[src/rtl/core/matrix_chain_order_assert.svh]
// Assertion macros shared by the matrix-chain order RTL.
`ifndef MATRIX_CHAIN_ORDER_ASSERT_SVH
`define MATRIX_CHAIN_ORDER_ASSERT_SVH

// The consequent must hold in the same cycle as the antecedent.
`define MCO_ASSERT_SAME(label, clk, rst_n, ante, cons, msg) \
    label: assert property (@(posedge clk) disable iff (!rst_n) (ante) |-> (cons)) \
        else $error(msg);

// The consequent must hold in the cycle after the antecedent.
`define MCO_ASSERT_NEXT(label, clk, rst_n, ante, cons, msg) \
    label: assert property (@(posedge clk) disable iff (!rst_n) (ante) |=> (cons)) \
        else $error(msg);

`endif

[src/rtl/core/mco_ram.sv]
// Generic RAM with one write port and two registered read ports.
module mco_ram #(
    parameter int WIDTH = 8,
    parameter int DEPTH = 16
) (
    input  logic                     i_clk,
    input  logic                     i_we,
    input  logic [$clog2(DEPTH)-1:0] i_waddr,
    input  logic [WIDTH-1:0]         i_wdata,
    input  logic [$clog2(DEPTH)-1:0] i_raddr_a,
    input  logic [$clog2(DEPTH)-1:0] i_raddr_b,
    output logic [WIDTH-1:0]         o_rdata_a,
    output logic [WIDTH-1:0]         o_rdata_b
);

    logic [WIDTH-1:0] r_mem [DEPTH];

    always_ff @(posedge i_clk) begin
        if (i_we) begin
            r_mem[i_waddr] <= i_wdata;
        end
        o_rdata_a <= r_mem[i_raddr_a];
        o_rdata_b <= r_mem[i_raddr_b];
    end

endmodule

[config.mk]
export PLATFORM = sky130hd
export DESIGN_NAME = mco_ram
export DESIGN_NICKNAME = d
export VERILOG_FILES = /design/src/rtl/core/matrix_chain_order_assert.svh /design/src/rtl/core/mco_ram.sv
export SDC_FILE = /design/constraint.sdc
export NUM_CORES = 1
export LEC_CHECK = 0
export BUFFER_PORTS_ARGS = -buffer_cell sky130_fd_sc_hd__buf_2
export CAP_MARGIN = 20
export CORE_MARGIN = 2
export CORE_UTILIZATION = 50
export CTS_CLUSTER_DIAMETER = 60
export DETAILED_ROUTE_END_ITERATION = 16
export PLACE_DENSITY = 0.65
export SLEW_MARGIN = 30
export SYNTH_ARGS = -nofsm -noshare
export SYNTH_HDL_FRONTEND = slang
export SYNTH_SLANG_ARGS = --single-unit
export TNS_END_PERCENT = 100
[constraint.sdc]
create_clock -name i_clk -period 5.9 [get_ports i_clk]
set_input_delay 1.18 -clock i_clk [delete_from_list [all_inputs] [get_ports i_clk]]
set_output_delay 1.18 -clock i_clk [all_outputs]
set_load 0.005 [all_outputs]
==> out/metrics.yaml, run 1 <==
outcome: "finished clean"
grt_pass1_vias: 3418
antenna_found_initial: 0
wl_um: 13700
io_buffers: 37
clock-sinks: 144
synth_largest_area_cell: "edfxtp_1"
grt_pass1_wl_um: 20300
leakage_uw: 0.00246
ctsRootBufferMaster: "clkbuf_16"
fin_crit_ns: 2.57
remaining_drc_errors: 0
critical_path_class: "in -> reg"
tritoncts: "done"
final_nets: 369
drive_gt1_frac: 0.306
grt_start_max_net_pins: 33
final_cells: 532
post_cts_buffers: 0
syn_nets: 329
die_h_um: 117
fmax_mhz: 390
maxCapViolCount: 0
hpwl_um: 8390
insertion_delay_ns: 0.41
path_cells: "buf_2 > mux4_4 > a22oi_1 > nand2_1"
cp-start-kind: "input pin"
area_growth_pct: 13.3
cts_resized: 0
fp.coreArea_mm2: 0.0125
slew_violations: 0
ioPinCount: 38
diodes: 0
pwr_density_cell_mw_per_mm2: 324
max_stage_delay_ns: 0.66
end_kind: "register"
worstHoldPathType: "reg -> reg"
initial_utilization: 0.507
die_area_mm2: 0.0136
crit_fanout: 32
vias: 3267
drtPass1Iterations: 5
dp_cells: 500
cts_htree_levels: 4
cpMaxStageDelayCell: "buf_2"
slew-limit-headroom: 0.376
synth.area.top_cells: "edfxtp_1 (61%), mux4_2 (12%), mux4_1 (12%)"
synth-seq-area-share: 0.656
synth_top_area_frac: 0.606
place_congestion: 0.773
postRouteAntennaNets: 0
yosys_warnings: 0
skew_ns: 0.00287
hold_buffers: 0
wire_per_inst_um: 25.8
setup-violations-final: 0
cts_buffers: 17
drtIter0Drc: 299
timing.final.crit_share: 0.435
track_usage: 0.219
final_hold_viol_count: 0
crit_required_ns: 6.20
layout_common_cells: "edfxtp_1 (128), buf_2 (35), mux4_2 (34)"
avgSynthCellArea_um2: 20.7
max_slew.worst_pin.slew_ns: 0.932
peakVddDrop_uv: 213
syn_inst: 307
rows: 41
die_w_um: 117
fin_setup_tns_ns: 0
yosys_register_bits: 144
netlist_area_mm2: 0.00635
synth_cell_types: 20
arrival_ns: 2.86
clk_pin_slew_worst_paths_ns: 0.06
rsz0062_at_grt: "false"
final_common_cell: "edfxtp_1"
overflow: 0
viasPerCell: 6.14
clock_path_buffers: 2
-- path summary, 6_finish.rpt --
kind	startpoint	end	slack [ns]	cells past startpoint
max	i_raddr_b[1]	o_rdata_b[7]	3.33	4
max reg2reg	r_mem[0][7]	o_rdata_b[7]	4.35	3
min	r_mem[14][7]	o_rdata_b[7]	0.70	3
min reg2reg	r_mem[14][7]	o_rdata_b[7]	0.70	3
-- power by group --
group | switching (µW) | total, µW | internal [µW] | leakage, µW
sequential | 10.6 | 1150 | 1140 | 0.00129
clock | 375 | 1020 | 642 | 0.000288
combinational | 87.5 | 161 | 73.2 | 0.000881
total | 473 | 2330 | 1860 | 0.00246
-- Yosys cell counts (all sizes together) --
master	number
edfxtp	128
mux4	64
a22oi	32
nand2	17
dfxtp	16
buf	14
nor2	14
clkdlybuf4s25	6
nor3	4
and2	2
and2b	2
nand2b	2
nand3b	2
nor2b	2
nand3	1
or3b	1
-- state kept, by name (all words and copies together), names as in the netlist --
name and flops:
r_mem 128, o_rdata_b 8, o_rdata_a 8
-- cells by family after synthesis --
group / after synthesis / synth area share
compound gates: 32 / 0.0379
buf+inv: 20 / 0.0272
flops: 144 / 0.656
mux: 64 / 0.244
simple gates: 47 / 0.0343
-- metal layers --
metal,vias to the layer above,wire [µm],GRT usage
li1,1424,-,-
met4,0,315,0.109
met1,1697,5730,0.293
met3,23,912,0.0560
met5,-,0,0
met2,123,6770,0.339
-- per-stage QoR --
stage | setup slack (ns) | util | area [µm²] | power [µW] | hold WS, ns
3_3_place_gp | 2.58 | 0.528 | 6600 | 1330 | 0.673
3_5_place_dp | 2.87 | 0.528 | 6610 | 1330 | 0.685
5_1_grt | 3.31 | 0.575 | 7190 | 2400 | 0.737
2_1_floorplan | 3.23 | - | 6350 | 1280 | 0.647
4_1_cts | 3.32 | 0.574 | 7190 | 2350 | 0.698
6_report | 3.33 | 0.575 | 7190 | 2330 | 0.699
-- critical path, delay by kind of cell --
family / cells / cell delay [ns]
compound gates: 1 / 0.36
buf+inv: 1 / 0.66
mux: 1 / 0.56
simple gates: 1 / 0.08
-- layout make-up --
class	count	area (µm²)
fillers	971	5330
repair buffers	41	220
well taps	172	215
flip-flops and latches	144	4160
multi-input cells	143	2020
clock buffers	26	519
clock inverters	6	53.8
No activity file was read; power rests on OpenSTA's default activity.
==> run 2, diff against run 1 <==
Clock period 5.9 ns to 2.4 ns, I/O delays scaled along.
==> run 2 against run 1 <==
  * Non-clock buffer count grew 25
  * Die area is the same
  * Critical path type unchanged
  * Sequential share of layout area shrank 1.7 points
  * Highest routed layer unchanged
  * Sequential power grew 150%
  * Wire length grew 7.8%
  * Flip-flop and latch count is the same
  * First-iteration DRC count grew 9.7%
==> out/metrics.yaml, run 2 (synthesis results as in run 1) <==
grt_start_max_net_pins: 33  # unchanged
final_hold_viol_count: 0  # unchanged
diodes: 0  # unchanged
p_int_uw: 4660  # was 1860 µW
drtIter0Drc: 328  # was 299
cp-start-kind: "input pin"  # unchanged
cts_htree_levels: 4  # unchanged
fmax_mhz: 638
slew-limit-headroom: 0.574  # was 0.376
seq_power_share: 0.481  # was 0.494
tritoncts: "done"  # unchanged
fp.coreArea_mm2: 0.0125  # unchanged
overflow: 0  # unchanged
grt_pass1_wl_um: 22300  # was 20300 µm
largestRegisters: "r_mem x128, o_rdata_a x8, o_rdata_b x8"  # unchanged
rsz0062_at_grt: "false"  # unchanged
leakage_uw: 0.00260  # was 0.00246 µW
hold_slack_ns: 0.436  # was 0.699 ns
die_w_um: 117  # unchanged
grt_pass1_vias: 3692  # was 3418
drtPass1Iterations: 4  # was 5
final_nets: 394  # was 369
top_register: "r_mem"  # unchanged
remaining_drc_errors: 0  # unchanged
hold_buffers: 0  # unchanged
post_cts_buffers: 0  # unchanged
wl_um: 14800  # was 13700 µm
io_buffers: 37  # unchanged
layout_common_cells: "edfxtp_1 (128), buf_2 (37), mux4_2 (34)"  # was edfxtp_1 (128), buf_2 (35), mux4_2 (34)
p_sw_uw: 1230  # was 473 µW
dp_cells: 525  # was 500
crit_required_ns: 2.69  # was 6.20 ns
area_growth_pct: 16.7  # was 13.3%
vias: 3538  # was 3267
initial_utilization: 0.507  # unchanged
die_h_um: 117  # unchanged
crit_fanout: 32  # unchanged
fin_crit_ns: 1.57
largest_reg_flops: 128  # unchanged
cts_resized: 0  # unchanged
viasPerCell: 6.35  # was 6.14
peakVddDrop_uv: 556  # was 213 µV
track_usage: 0.241  # was 0.219
slew_violations: 0  # unchanged
final_common_cell: "edfxtp_1"  # unchanged
combPwrFrac: 0.072  # was 0.069
num-fill-cells: 995  # was 971
final_cells: 557  # was 532
clk_pin_slew_worst_paths_ns: 0.06  # about the same
rows: 41  # unchanged
arrival_ns: 1.86  # was 2.86 ns
pwr_density_cell_mw_per_mm2: 795  # was 324 mW/mm²
drive_gt1_frac: 0.338  # was 0.306
reg2reg_setup_slack_ns: 0.92  # was 4.35 ns
setup-violations-final: 0  # unchanged
ioPinCount: 38  # unchanged
worstHoldPathType: "in -> reg"  # was reg -> reg
max_slew.worst_pin.slew_ns: 0.634  # was 0.932 ns
switching_share: 0.210  # was 0.203
clkPwrFrac: 0.447  # was 0.437
critical_path_class: "in -> reg"  # unchanged
antenna_found_initial: 0  # unchanged
maxCapViolCount: 0  # unchanged
postRouteAntennaNets: 0  # unchanged
wire_per_inst_um: 26.6  # was 25.8 µm
place_congestion: 0.766  # was 0.773
outcome: "finished clean"  # unchanged
timing.final.crit_share: 0.653
clock_path_buffers: 2  # unchanged
clock-sinks: 144  # unchanged
end_kind: "register"  # unchanged
hpwl_um: 9400  # was 8390 µm
insertion_delay_ns: 0.43  # was 0.41 ns
cts_buffers: 17  # unchanged
ctsRootBufferMaster: "clkbuf_16"  # unchanged
fin_setup_tns_ns: 0  # unchanged
die_area_mm2: 0.0136  # unchanged
skew_ns: 0.00670  # was 0.00287 ns
-- run 2: cell count changes in the layout (fill, tap and decap cells not counted), sizes merged --
cell / delta
clkinvlp: +1
buf: +25
clkinv: +2
clkbuf: -5
bufinv: +2
-- run 2: layout make-up --
type	count	area, µm²	area share
flip-flops and latches	144	4160	0.562
multi-input cells	143	2010	0.271
well taps	172	215	0.0290
repair buffers	66	428	0.0578
clock inverters	11	141	0.0191
clock buffers	21	450	0.0608
-- run 2: power groups by stage --
stage	logic [µW]	clock network [µW]	registers, µW
detailed placement	423	0	2890
floorplan	253	0	2880
global route	458	2780	2840
finish	422	2640	2830
global placement	417	0	2880
CTS	425	2670	2830
-- run 2: stage by stage --
| step | power [µW] | cell area, µm² | setup WS (ns) | util |
|---|---|---|---|---|
| finish | 5890 | 7410 | 0.834 | 0.592 |
| detailed placement | 3310 | 6820 | 0.411 | 0.545 |
| CTS | 5930 | 7410 | 0.852 | 0.592 |
| floorplan | 3130 | 6350 | 0.427 | - |
| global placement | 3300 | 6820 | 0.427 | 0.545 |
| global route | 6070 | 7410 | 0.768 | 0.592 |
-- run 2: per-layer routing --
metal	wire length (µm)	part of all wire	global-route usage	vias to the layer above
li1	-	-	-	1471
met1	6050	0.41	0.334	1862
met2	7240	0.49	0.361	174
met3	1130	0.076	0.0649	31
met4	363	0.025	0.117	0
met5	0	0	0	-
-- run 2: final timing paths --
| path | from | endpoint | cells past startpoint |
|---|---|---|---|
| worst max-delay path | i_raddr_b[0] | o_rdata_b[7] | 5 |
| worst min-delay path | i_wdata[1] | r_mem[4][1] | 1 |
| worst min register to register | r_mem[12][4] | o_rdata_b[4] | 3 |
| worst max register to register | r_mem[2][7] | o_rdata_b[7] | 3 |
-- run 2: critical path, cell delays in order --
cell and delay (ns):
buf_2 0.10, buf_12 0.26, mux4_4 0.68, a22oi_1 0.23, nand2_1 0.10
