--- src/rtl/core/matrix_chain_order_assert.svh ---
// Assertion macros shared by the matrix-chain order RTL.
`ifndef MATRIX_CHAIN_ORDER_ASSERT_SVH
`define MATRIX_CHAIN_ORDER_ASSERT_SVH

// The consequent must hold in the same cycle as the antecedent.
`define MCO_ASSERT_SAME(label, clk, rst_n, ante, cons, msg) \
    label: assert property (@(posedge clk) disable iff (!rst_n) (ante) |-> (cons)) \
        else $error(msg);

// The consequent must hold in the cycle after the antecedent.
`define MCO_ASSERT_NEXT(label, clk, rst_n, ante, cons, msg) \
    label: assert property (@(posedge clk) disable iff (!rst_n) (ante) |=> (cons)) \
        else $error(msg);

`endif

--- src/rtl/core/mco_pkg.sv ---
// Types, constants and the step program of the matrix-chain order block.
package mco_pkg;

    localparam int MAX_MATRICES_DEF = 8;
    localparam int DIM_BITS_DEF     = 10;
    localparam int DIM_FIELD_W      = 10;
    localparam int IDX_W            = 4;
    localparam int COST_W           = 40;
    localparam logic [COST_W-1:0] COST_MAX = '1;

    typedef struct packed {
        logic [DIM_FIELD_W-1:0] dim_value;
        logic                   is_last;
    } t_in_item;

    typedef struct packed {
        logic [IDX_W-1:0]  from_matrix;
        logic [IDX_W-1:0]  to_matrix;
        logic [IDX_W-1:0]  best_split;
        logic [COST_W-1:0] min_cost;
        logic              bad_length;
        logic              end_of_run;
    } t_out_item;

    // Datapath operations, one per step.
    typedef enum logic [3:0] {
        UOP_NOP,
        UOP_LOAD,
        UOP_SETUP,
        UOP_SUB_INIT,
        UOP_LATCH_DIM,
        UOP_K_READ,
        UOP_MUL1,
        UOP_MUL2,
        UOP_CMP,
        UOP_EMIT,
        UOP_EMIT_ERR,
        UOP_EMIT_ONE
    } t_uop;

    // Jump conditions; the jump is taken when the condition is true.
    typedef enum logic [2:0] {
        C_NEVER,
        C_ALWAYS,
        C_WAIT,
        C_BAD,
        C_SINGLE,
        C_K_MORE,
        C_I_MORE,
        C_LEN_DONE
    } t_cond;

    typedef logic [3:0] t_step;

    localparam t_step ST_IDLE  = 4'd0;
    localparam t_step ST_SETUP = 4'd1;
    localparam t_step ST_CHK_B = 4'd2;
    localparam t_step ST_CHK_1 = 4'd3;
    localparam t_step ST_SUB   = 4'd4;
    localparam t_step ST_DIMS  = 4'd5;
    localparam t_step ST_KLOOP = 4'd6;
    localparam t_step ST_MUL1  = 4'd7;
    localparam t_step ST_MUL2  = 4'd8;
    localparam t_step ST_CMP   = 4'd9;
    localparam t_step ST_EMIT  = 4'd10;
    localparam t_step ST_LEN   = 4'd11;
    localparam t_step ST_NEXT  = 4'd12;
    localparam t_step ST_ERR   = 4'd13;
    localparam t_step ST_ONE   = 4'd14;

    typedef struct packed {
        t_uop  op;
        t_cond cond;
        t_step target;
    } t_uword;

    typedef struct packed {
        logic wait_more;
        logic bad;
        logic single;
        logic k_more;
        logic i_more;
        logic len_done;
    } t_flags;

    typedef struct packed {
        t_uop op;
        logic busy;
    } t_ctrl;

    // Control store: one word per step.
    function automatic t_uword ucode(input t_step step);
        t_uword w;
        case (step)
            ST_IDLE:  w = '{UOP_LOAD,      C_WAIT,     ST_IDLE};
            ST_SETUP: w = '{UOP_SETUP,     C_NEVER,    ST_IDLE};
            ST_CHK_B: w = '{UOP_NOP,       C_BAD,      ST_ERR};
            ST_CHK_1: w = '{UOP_NOP,       C_SINGLE,   ST_ONE};
            ST_SUB:   w = '{UOP_SUB_INIT,  C_NEVER,    ST_IDLE};
            ST_DIMS:  w = '{UOP_LATCH_DIM, C_NEVER,    ST_IDLE};
            ST_KLOOP: w = '{UOP_K_READ,    C_NEVER,    ST_IDLE};
            ST_MUL1:  w = '{UOP_MUL1,      C_NEVER,    ST_IDLE};
            ST_MUL2:  w = '{UOP_MUL2,      C_NEVER,    ST_IDLE};
            ST_CMP:   w = '{UOP_CMP,       C_K_MORE,   ST_KLOOP};
            ST_EMIT:  w = '{UOP_EMIT,      C_I_MORE,   ST_SUB};
            ST_LEN:   w = '{UOP_NOP,       C_LEN_DONE, ST_IDLE};
            ST_NEXT:  w = '{UOP_NOP,       C_ALWAYS,   ST_SUB};
            ST_ERR:   w = '{UOP_EMIT_ERR,  C_ALWAYS,   ST_IDLE};
            ST_ONE:   w = '{UOP_EMIT_ONE,  C_ALWAYS,   ST_IDLE};
            default:  w = '{UOP_NOP,       C_ALWAYS,   ST_IDLE};
        endcase
        return w;
    endfunction

endpackage

--- src/rtl/core/mco_seq.sv ---
// Step counter and control store of the matrix-chain order block.
module mco_seq (
    input  logic            i_clk,
    input  logic            i_rst_n,
    input  mco_pkg::t_flags i_flags,
    output mco_pkg::t_ctrl  o_ctrl
);

    mco_pkg::t_step  r_upc;
    mco_pkg::t_step  n_upc;
    mco_pkg::t_uword word;
    logic            taken;

    assign word = mco_pkg::ucode(r_upc);

    always_comb begin
        case (word.cond)
            mco_pkg::C_NEVER:    taken = 1'b0;
            mco_pkg::C_ALWAYS:   taken = 1'b1;
            mco_pkg::C_WAIT:     taken = i_flags.wait_more;
            mco_pkg::C_BAD:      taken = i_flags.bad;
            mco_pkg::C_SINGLE:   taken = i_flags.single;
            mco_pkg::C_K_MORE:   taken = i_flags.k_more;
            mco_pkg::C_I_MORE:   taken = i_flags.i_more;
            mco_pkg::C_LEN_DONE: taken = i_flags.len_done;
            default:             taken = 1'b1;
        endcase
        n_upc = taken ? word.target : r_upc + 4'd1;
    end

    always_comb begin
        o_ctrl.op   = word.op;
        o_ctrl.busy = (r_upc != mco_pkg::ST_IDLE);
    end

    always_ff @(posedge i_clk) begin
        if (!i_rst_n) begin
            r_upc <= mco_pkg::ST_IDLE;
        end else begin
            r_upc <= n_upc;
        end
    end

endmodule

--- config.mk ---
export PLATFORM = sky130hd
export DESIGN_NAME = mco_seq
export DESIGN_NICKNAME = d
export VERILOG_FILES = /design/src/rtl/core/matrix_chain_order_assert.svh /design/src/rtl/core/mco_pkg.sv /design/src/rtl/core/mco_seq.sv
export SDC_FILE = /design/constraint.sdc
export NUM_CORES = 1
export LEC_CHECK = 0
export BUFFER_PORTS_ARGS = -buffer_cell sky130_fd_sc_hd__buf_2
export CORE_MARGIN = 2
export CORE_UTILIZATION = 35
export DETAILED_ROUTE_END_ITERATION = 6
export SLEW_MARGIN = 10
export SYNTH_ARGS = -nofsm -noshare
export SYNTH_HDL_FRONTEND = slang
export SYNTH_SLANG_ARGS = --single-unit
--- constraint.sdc ---
create_clock -name i_clk -period 2.2 [get_ports i_clk]
set_input_delay 0.22 -clock i_clk [delete_from_list [all_inputs] [get_ports i_clk]]
set_output_delay 0.22 -clock i_clk [all_outputs]
set_load 0.01 [all_outputs]
==> results of run 1 <==
-- final cells by class --
| class | count | area, um^2 |
|---|---|---|
| Fill cell | 237 | 1371 |
| Multi-Input combinational cell | 60 | 523.0 |
| Sequential cell | 15 | 301.5 |
| Timing Repair Buffer | 20 | 120.1 |
| Tap cell | 30 | 37.54 |
| Inverter | 8 | 30.03 |
| Clock buffer | 4 | 26.28 |
-- power by group --
group	switching, mW	total [mW]	internal (mW)
Combinational	0.545	1.08	0.532
Clock	0.0893	0.160	0.0706
Sequential	0.0658	0.458	0.392
-- how the worst min path moves through the flow --
stage / to / slack [ps] / cells after the start
global placement: r_upc[0] / 560 / 2
finish: r_upc[0] / 280 / 2
detailed placement: r_upc[1] / 560 / 2
floorplan: r_upc[0] / 370 / 1
global route: r_upc[0] / 280 / 2
CTS: r_upc[0] / 260 / 2
-- placed cells by master, fill, tap and decap left out, types with 2 or more instances in the layout --
| cell | n |
|---|---|
| nand3_1 | 2 |
| buf_2 | 12 |
| nor3b_1 | 2 |
| inv_1 | 7 |
| ha_1 | 4 |
| o21a_1 | 2 |
| mux2_2 | 2 |
| ha_4 | 2 |
| mux2i_1 | 2 |
| a21oi_1 | 3 |
| buf_4 | 8 |
| clkbuf_4 | 3 |
| nand2_1 | 7 |
| a31oi_1 | 2 |
| o21ai_0 | 2 |
| xnor2_1 | 2 |
| nor2_1 | 4 |
| nand2b_1 | 2 |
| nor2b_1 | 2 |
| dfxtp_1 | 14 |
-- worst max-delay path, stage by stage, from the launching register on --
cell and delay [ps]:
dfxtp_1 340, mux2_2 340, o211ai_2 170, and3_4 250
mux2i_4 270, nor2_4 70, ha_4 280, inv_1 50
a21oi_2 120, a22oi_2 80
-- metrics by stage --
stage	util	cell area, um^2	hold slack [ps]	setup WS [ps]
after floorplan	-	867.1	372.4	43.57
after global placement	0.3956	953.4	559.5	28.88
after detailed placement	0.3956	953.4	563.3	-44.65
after CTS	0.4133	996.0	265.0	33.05
after global routing	0.4309	1039	277.4	-13.18
final	0.4309	1039	277.8	107.5
-- timing repair --
item                                    CTS  global route
endpoints found under the setup margin    5             6
pin swaps                                 2             1
setup buffers                             1             0
hold endpoints to repair                  0             0
cloned                                    0             0
resized for setup                         3             7
-- state kept, by name (all words and copies together), names as in the netlist --
signal / cells
r_upc: 4
word: 11
-- kinds of logic (layout without fill, tap and decap cells) --
group	Yosys count	count (layout)
simple gates	26	26
mux	5	5
buf+inv	15	32
flops	15	15
xor+xnor	3	3
fa+ha+maj	6	6
compound gates	20	20
-- routing by layer --
layer	GRT usage	wire [um]	vias up
li1	-	-	337
met1	0.1494	753	320
met2	0.2297	908	14
met3	0.02500	70	7
met4	0.1154	65	0
met5	0	0	-
==> run_results.csv, run 1 <==
group,metric,value,unit
status,status,"finished clean",
yosys,synthTopCellsByArea,"dfxtp_1 (35%), ha_1 (8.7%), buf_6 (3.9%), mux2i_1 (3.5%), buf_4 (3.5%)",
clocking,htree_num_levels,1,
route,drc,0,
yosys,synth_mux_area_frac,0.06061,
yosys,ys_warn_count,0,
sta,tightest_slew,289.3,ps
sta,slew_viol_final,0,
sta,post-route-period-util,0.9511,
clocking,clock_latency,290,ps
cells_and_area,area_growth,19.77,%
placed_design,io_buffers,12,
yosys,synth_cell_types,37,
route,drtIter0Drc,3,
yosys,ys.flop_type,"dfxtp_1",
cells_and_area,drive_gt1_frac,0.3832,
route,wire_per_inst,13.12,um
placed_design,place.gp.congestion,0.8664,
yosys,netlist_area,867.1,um^2
setup_path,timing.critical_path.from,"word[5]",
setup_path,r2r_start,"word[5]",
yosys,synth_top_area_frac,0.3463,
clocking,cts.sinks,15,
floorplan,placementRows,18,
yosys,ys_seq_area_frac,0.3463,
yosys,yosys.area_share.adder,0.08658,
pwr,powerDensity,1632,nW/um^2
route,ant_nets,0,
global_route,antenna_found_initial,0,
setup_path,rrSetupSlack,110,ps
global_route,grt_pass1_wl,2.746,mm
clocking,clk_pin_slew,90,ps
setup_path,crit_fanout,4,
setup_path,crit_required,2380,ps
cells_and_area,final_nets,122,
yosys,syn_nets,104,
yosys,avgSynthCellArea,9.634,um^2
global_route,grtUsageTotal,0.1376,
job,maxCapViolCount,0,
floorplan,dieArea,2892,um^2
clocking,ctsHoldBuffers,0,
pwr,ir_worst_vdd,0.5926,mV
global_route,grt_max_degree,17,
placed_design,place_inst,132,
route,drtPass1Iterations,3,
setup_path,worstRegToRegCells,9,
floorplan,start_util,0.3598,
global_route,grt_overflow,0,
pwr,p_total,1.695,mW
yosys,yosys_register_bits,15,
setup_path,cp-end-kind,"flip-flop",
setup_path,path_class,"reg -> reg",
placed_design,dpl.hpwl,1.302,mm
yosys,synth_largest_area_cell,"dfxtp_1",
setup_path,cp.arrival,2270,ps
floorplan,core,2410,um^2
cells_and_area,stdcell_count,137,
sta,setup_viol,0,
route,wl,1.797,mm
sta,finalSetupTns,0,ps
min_path,hp-class,"in -> reg",
sta,fmax,477.9,MHz
route,via_per_inst,4.949,
setup_path,cp-start-kind,"flip-flop",
sta,min_period,2093,ps
yosys,async_reset_ff_frac,0,
clocking,cts_buffers,3,
sta,finalHoldViolations,0,
clocking,cts_tree,"built",
sta,fin_skew,4.325,ps
clocking,clock_path_buffers,2,
floorplan,ios,13,
clocking,cts_root_buf,"clkbuf_4",
floorplan,die_y,53.78,um
pwr,p_leak,0.4288,nW
yosys,syn_inst,90,
yosys,synth-compound-area-share,0.2136,
yosys,yosys.area_share.simple,0.1544,
cells_and_area,diodes,0,
setup_path,cp-endpoint,"word[2]",
yosys,yosysMostFrequentCell,"dfxtp_1",
route,via_count,678,
sta,maxSlewHeadroom,0.8057,
yosys,synthTopCellsByCount,"dfxtp_1 (15), inv_1 (7), nand2_1 (7)",
setup_path,r2r-end,"word[2]",
yosys,synth_edf_count,0,
global_route,grt_pass1_vias,657,
floorplan,dieWidth,53.78,um
min_path,hp-start,"i_rst_n",
yosys,synth_top_family_by_area,"compound AO/OA/AOI/OAI gates",
yosys,synth_xor_area_frac,0.03030,
Power figures use the tool's default switching activity.
==> run 2: changes to the inputs <==
SETUP_SLACK_MARGIN = 0.4   (was unset)
==> run_results.csv, run 2 (synthesis results as in run 1) <==
group,metric,value,unit
sta,post-route-period-util,0.9557,
route,drtIter0Drc,5,
status,status,"finished clean",
placed_design,io_buffers,12,
pwr,powerDensity,1732,nW/um^2
floorplan,dieArea,2892,um^2
cells_and_area,final_nets,133,
setup_path,r2r_start,"word[5]",
sta,maxSlewHeadroom,0.7999,
cells_and_area,largest_reg_flops,11,
setup_path,crit_fanout,4,
job,maxCapViolCount,0,
setup_path,path_class,"reg -> reg",
setup_path,critPathTopFamily,"buffers and inverters",
clocking,clk_pin_slew,90,ps
setup_path,cp_num_buf_inv,7,
global_route,grt_use_met1,0.1477,
min_path,hp-class,"in -> reg",
pwr,clock_power_share,0.076,
global_route,grtUsageTotal,0.1341,
pwr,p_int,1.266,mW
sta,finalHoldViolations,0,
placed_design,place_inst,131,
route,drc,0,
placed_design,place.gp.congestion,0.8278,
setup_path,cp-start-kind,"flip-flop",
pwr,share_comb_of_total_power,0.704,
global_route,grt.busiest_layer,"met2",
route,wl,1.926,mm
setup_path,r2r-end,"r_upc[1]",
pwr,switchingPower,842.9,uW
clocking,cts_root_buf,"clkbuf_4",
global_route,grt_pass1_wl,2.835,mm
setup_path,slowest_stage,"o32a_1",
setup_path,cp.arrival,2340,ps
clocking,cts_buffers,3,
pwr,p_leak,0.4977,nW
clocking,htree_num_levels,1,
pwr,p_total,2.109,mW
cells_and_area,stdcell_count,148,
pwr,p_sw_frac,0.3997,
global_route,grt_overflow,0,
global_route,grt_pass1_vias,700,
cells_and_area,area_growth,40.40,%
route,drtPass1Iterations,4,
floorplan,start_util,0.3598,
pwr,seqPwrFrac,0.220,
global_route,gr-usage-met3,0.02500,
cells_and_area,diodes,0,
setup_path,rrSetupSlack,100,ps
pwr,ir_worst_vdd,0.7559,mV
min_path,worstHoldEndpoint,"r_upc[0]",
setup_path,path_cells,"buf_4, o32a_1, and3_4, mux2i_4, buf_6, buf_4, buf_4, buf_4, buf_4, buf_4, nor2_4",
sta,finalSetupTns,0,ps
clocking,ctsHoldBuffers,0,
clocking,cts_tree,"built",
min_path,hp-start,"i_rst_n",
clocking,cts.sinks,15,
setup_path,crit_required,2430,ps
global_route,grt.met2_usage,0.2622,
sta,fin_skew,3.941,ps
cells_and_area,drive_gt1_frac,0.5678,
setup_path,crit_top_cell,"buf_4",
placed_design,dpl.hpwl,1.253,mm
floorplan,core,2410,um^2
route,via_per_inst,4.966,
floorplan,ios,13,
sta,fmax,475.6,MHz
setup_path,crit_path_max_incr_delay,370,ps
floorplan,placementRows,18,
sta,tightest_slew,299.8,ps
setup_path,cp-end-kind,"flip-flop",
sta,rsz0062_at_grt,"yes",
clocking,clock_path_buffers,2,
global_route,antenna_found_initial,0,
cells_and_area,layout_common_cells,"buf_4 (16), dfxtp_1 (13), buf_2 (12)",
cells_and_area,layout_commonest_cell,"buf_4",
sta,slew_viol_final,0,
setup_path,worstRegToRegCells,11,
sta,setup_viol,0,
floorplan,dieWidth,53.78,um
clocking,clock_latency,290,ps
min_path,whs_path_depth,2,
floorplan,die_y,53.78,um
sta,min_period,2103,ps
route,wire_per_inst,13.01,um
route,via_count,735,
route,ant_nets,0,
global_route,grt_max_degree,17,
==> run 2: routing by layer <==
| metal | vias up | share of wire |
|---|---|---|
| met2 | 15 | 0.52 |
| met5 | - | 0 |
| met3 | 7 | 0.029 |
| li1 | 365 | - |
| met4 | 0 | 0.030 |
| met1 | 348 | 0.42 |
==> run 2: area by class of cell <==
| cell class | instances | area [um^2] |
|---|---|---|
| inverter | 8 | 32.53 |
| multi-input combinational | 60 | 604.3 |
| sequential | 15 | 302.8 |
| tap | 30 | 37.54 |
| fill | 218 | 1192 |
| timing repair buffer | 31 | 214.0 |
| clock buffer | 4 | 26.28 |
==> run 2: metrics by stage <==
step	hold slack, ps	utilization	cell area [um^2]	setup WS [ps]
after floorplan	372.4	-	887.1	66.02
after global placement	566.1	0.4008	965.9	78.36
after detailed placement	575.1	0.4008	965.9	36.18
after CTS	278.4	0.4470	1077	146.6
after global routing	273.8	0.5052	1217	49.72
final	278.7	0.5052	1217	97.48
==> run 2: worst max path at each step <==
stage,startpoint,endpoint,slack [ps],depth (start not counted)
after global routing,word[5],r_upc[1],50,11
after detailed placement,word[5],word[2],40,9
after global placement,word[5],word[2],80,9
final,word[5],r_upc[1],100,11
after floorplan,word[5],word[2],70,10
after CTS,word[5],word[2],150,9
==> run 2: timing repair <==
action	4_1_cts	5_1_grt
setup endpoints to repair	11	12
pin swaps	5	4
buffers inserted	9	4
gates resized for setup	6	23
==> run 2: power by group through the flow <==
stage               combinational [mW]  sequential [mW]  clock, mW
floorplan                        0.790            0.456          0
global placement                 0.931            0.463          0
detailed placement               0.938            0.470          0
CTS                               1.14            0.460      0.160
global route                      1.61            0.477      0.178
finish                            1.49            0.464      0.160
==> run 3: changes to the inputs <==
clock period = 1.7 ns   (was 2.2 ns; I/O delays follow)
==> run_results.csv, run 3 (synthesis results as in run 1) <==
group,metric,value,unit
global_route,grtUsageTotal,0.1429,
placed_design,post-place-ws,-444.8,ps
clocking,cts_root_buf,"clkbuf_4",
clocking,ctsHoldBuffers,0,
placed_design,io_buffers,12,
route,drtPass1Iterations,4,
global_route,grt_max_degree,13,
sta,setup_viol,13,
route,drc,0,
setup_path,path_class,"reg -> reg",
clocking,cts_tree,"built",
global_route,grt_pass1_vias,720,
clocking,htree_num_levels,1,
route,wl,1.736,mm
cells_and_area,regArea,305.3,um^2
status,violations,"negative setup slack",
job,maxCapViolCount,0,
cells_and_area,diodes,0,
sta,finalSetupTns,-2878,ps
setup_path,crit_path_max_incr_delay,350,ps
setup_path,crit_fanout,4,
route,via_count,729,
cells_and_area,layout_common_cells,"buf_4 (18), buf_2 (12), dfxtp_1 (11)",
pwr,p_total,2.596,mW
pwr,ir_worst_vdd,1.138,mV
cells_and_area,multi_input_area,560.5,um^2
sta,maxSlewHeadroom,0.7823,
floorplan,core,2410,um^2
min_path,hp-class,"in -> reg",
sta,post-route-period-util,1.190,
sta,setup_ws,-323.3,ps
floorplan,start_util,0.3598,
route,ant_nets,0,
placed_design,dpl.hpwl,1.314,mm
cells_and_area,layout_commonest_cell,"buf_4",
global_route,antenna_found_initial,0,
cells_and_area,fillers,210,
pwr,powerDensity,2102,nW/um^2
setup_path,slowest_stage,"dfxtp_2",
sta,rsz0062_at_grt,"yes",
floorplan,placementRows,18,
floorplan,ios,13,
clocking,cts.sinks,15,
placed_design,place_inst,143,
sta,fin_skew,5.050,ps
setup_path,crit_required,1860,ps
route,wire_per_inst,11.35,um
clocking,clk_pin_slew,90,ps
sta,tightest_slew,324.2,ps
setup_path,rrSetupSlack,-320,ps
global_route,grt_overflow,0,
sta,finalHoldViolations,0,
placed_design,place.gp.congestion,0.8972,
cells_and_area,drive_gt1_frac,0.5691,
pwr,p_leak,0.5196,nW
sta,fmax,494.3,MHz
floorplan,dieWidth,53.78,um
global_route,grt_pass1_wl,2.973,mm
status,status,"finished, violations left",
clocking,clock_path_buffers,2,
setup_path,path_cells,"mux2_4, o211ai_2, and3_4, mux2i_4, nor2_4, ha_4, inv_2, a21oi_2, a22oi_2",
cells_and_area,area_growth,42.42,%
route,via_per_inst,4.765,
setup_path,cp.arrival,2190,ps
cells_and_area,final_nets,138,
cells_and_area,largest_reg_flops,11,
clocking,clock_latency,280,ps
setup_path,cp-end-kind,"flip-flop",
sta,min_period,2023,ps
floorplan,dieArea,2892,um^2
sta,hold_slack,239.2,ps
clocking,cts_buffers,3,
setup_path,cp-start-kind,"flip-flop",
route,drtIter0Drc,11,
sta,slew_viol_final,0,
floorplan,die_y,53.78,um
cells_and_area,stdcell_count,153,
-- run 3: layout make-up --
cell class	count	share of cell area
Multi-Input combinational cell	60	0.4539
Inverter	8	0.02432
Tap cell	30	0.03040
Sequential cell	15	0.2472
Clock buffer	4	0.02128
Timing Repair Buffer	36	0.2229
-- run 3: final timing paths --
path | end | start | cells past startpoint
setup / recovery | word[2] | word[5] | 9
hold / removal | r_upc[0] | i_rst_n | 2
setup reg to reg | word[2] | word[5] | 9
hold reg to reg | r_upc[1] | word[1] | 2
-- run 3: what timing repair did --
action	4_1_cts	5_1_grt
gates resized for setup	2	20
pin swaps	5	4
buffers inserted	1	5
setup endpoints to repair	15	16
-- run 3: critical path: cells and delay by family, from the launching register on --
kind	cells	cell delay, ps
DFF	1	350
muxes	2	560
AOI/OAI and AO/OA	3	350
adders and majority gates	1	280
and+or+nand+nor	2	330
buffers and inverters	1	40
-- run 3: layer usage --
metal,part of all wire,up-vias,global-route usage
li1,-,372,-
met1,0.45,351,0.1772
met2,0.53,6,0.2398
met3,0.017,0,0.01667
met4,0,0,0.07692
met5,0,-,0
-- run 3: through the flow --
stage | util | cell area [um^2]
2_1_floorplan | - | 893.4
3_3_place_gp | 0.4408 | 1062
3_5_place_dp | 0.4408 | 1062
4_1_cts | 0.4569 | 1101
5_1_grt | 0.5125 | 1235
6_report | 0.5125 | 1235
-- run 3: power breakdown --
group | switching (mW) | total (mW) | internal, mW
clock | 0.109 | 0.200 | 0.0910
combinational | 0.794 | 1.79 | 0.998
sequential | 0.0887 | 0.604 | 0.515
total | 0.993 | 2.60 | 1.60
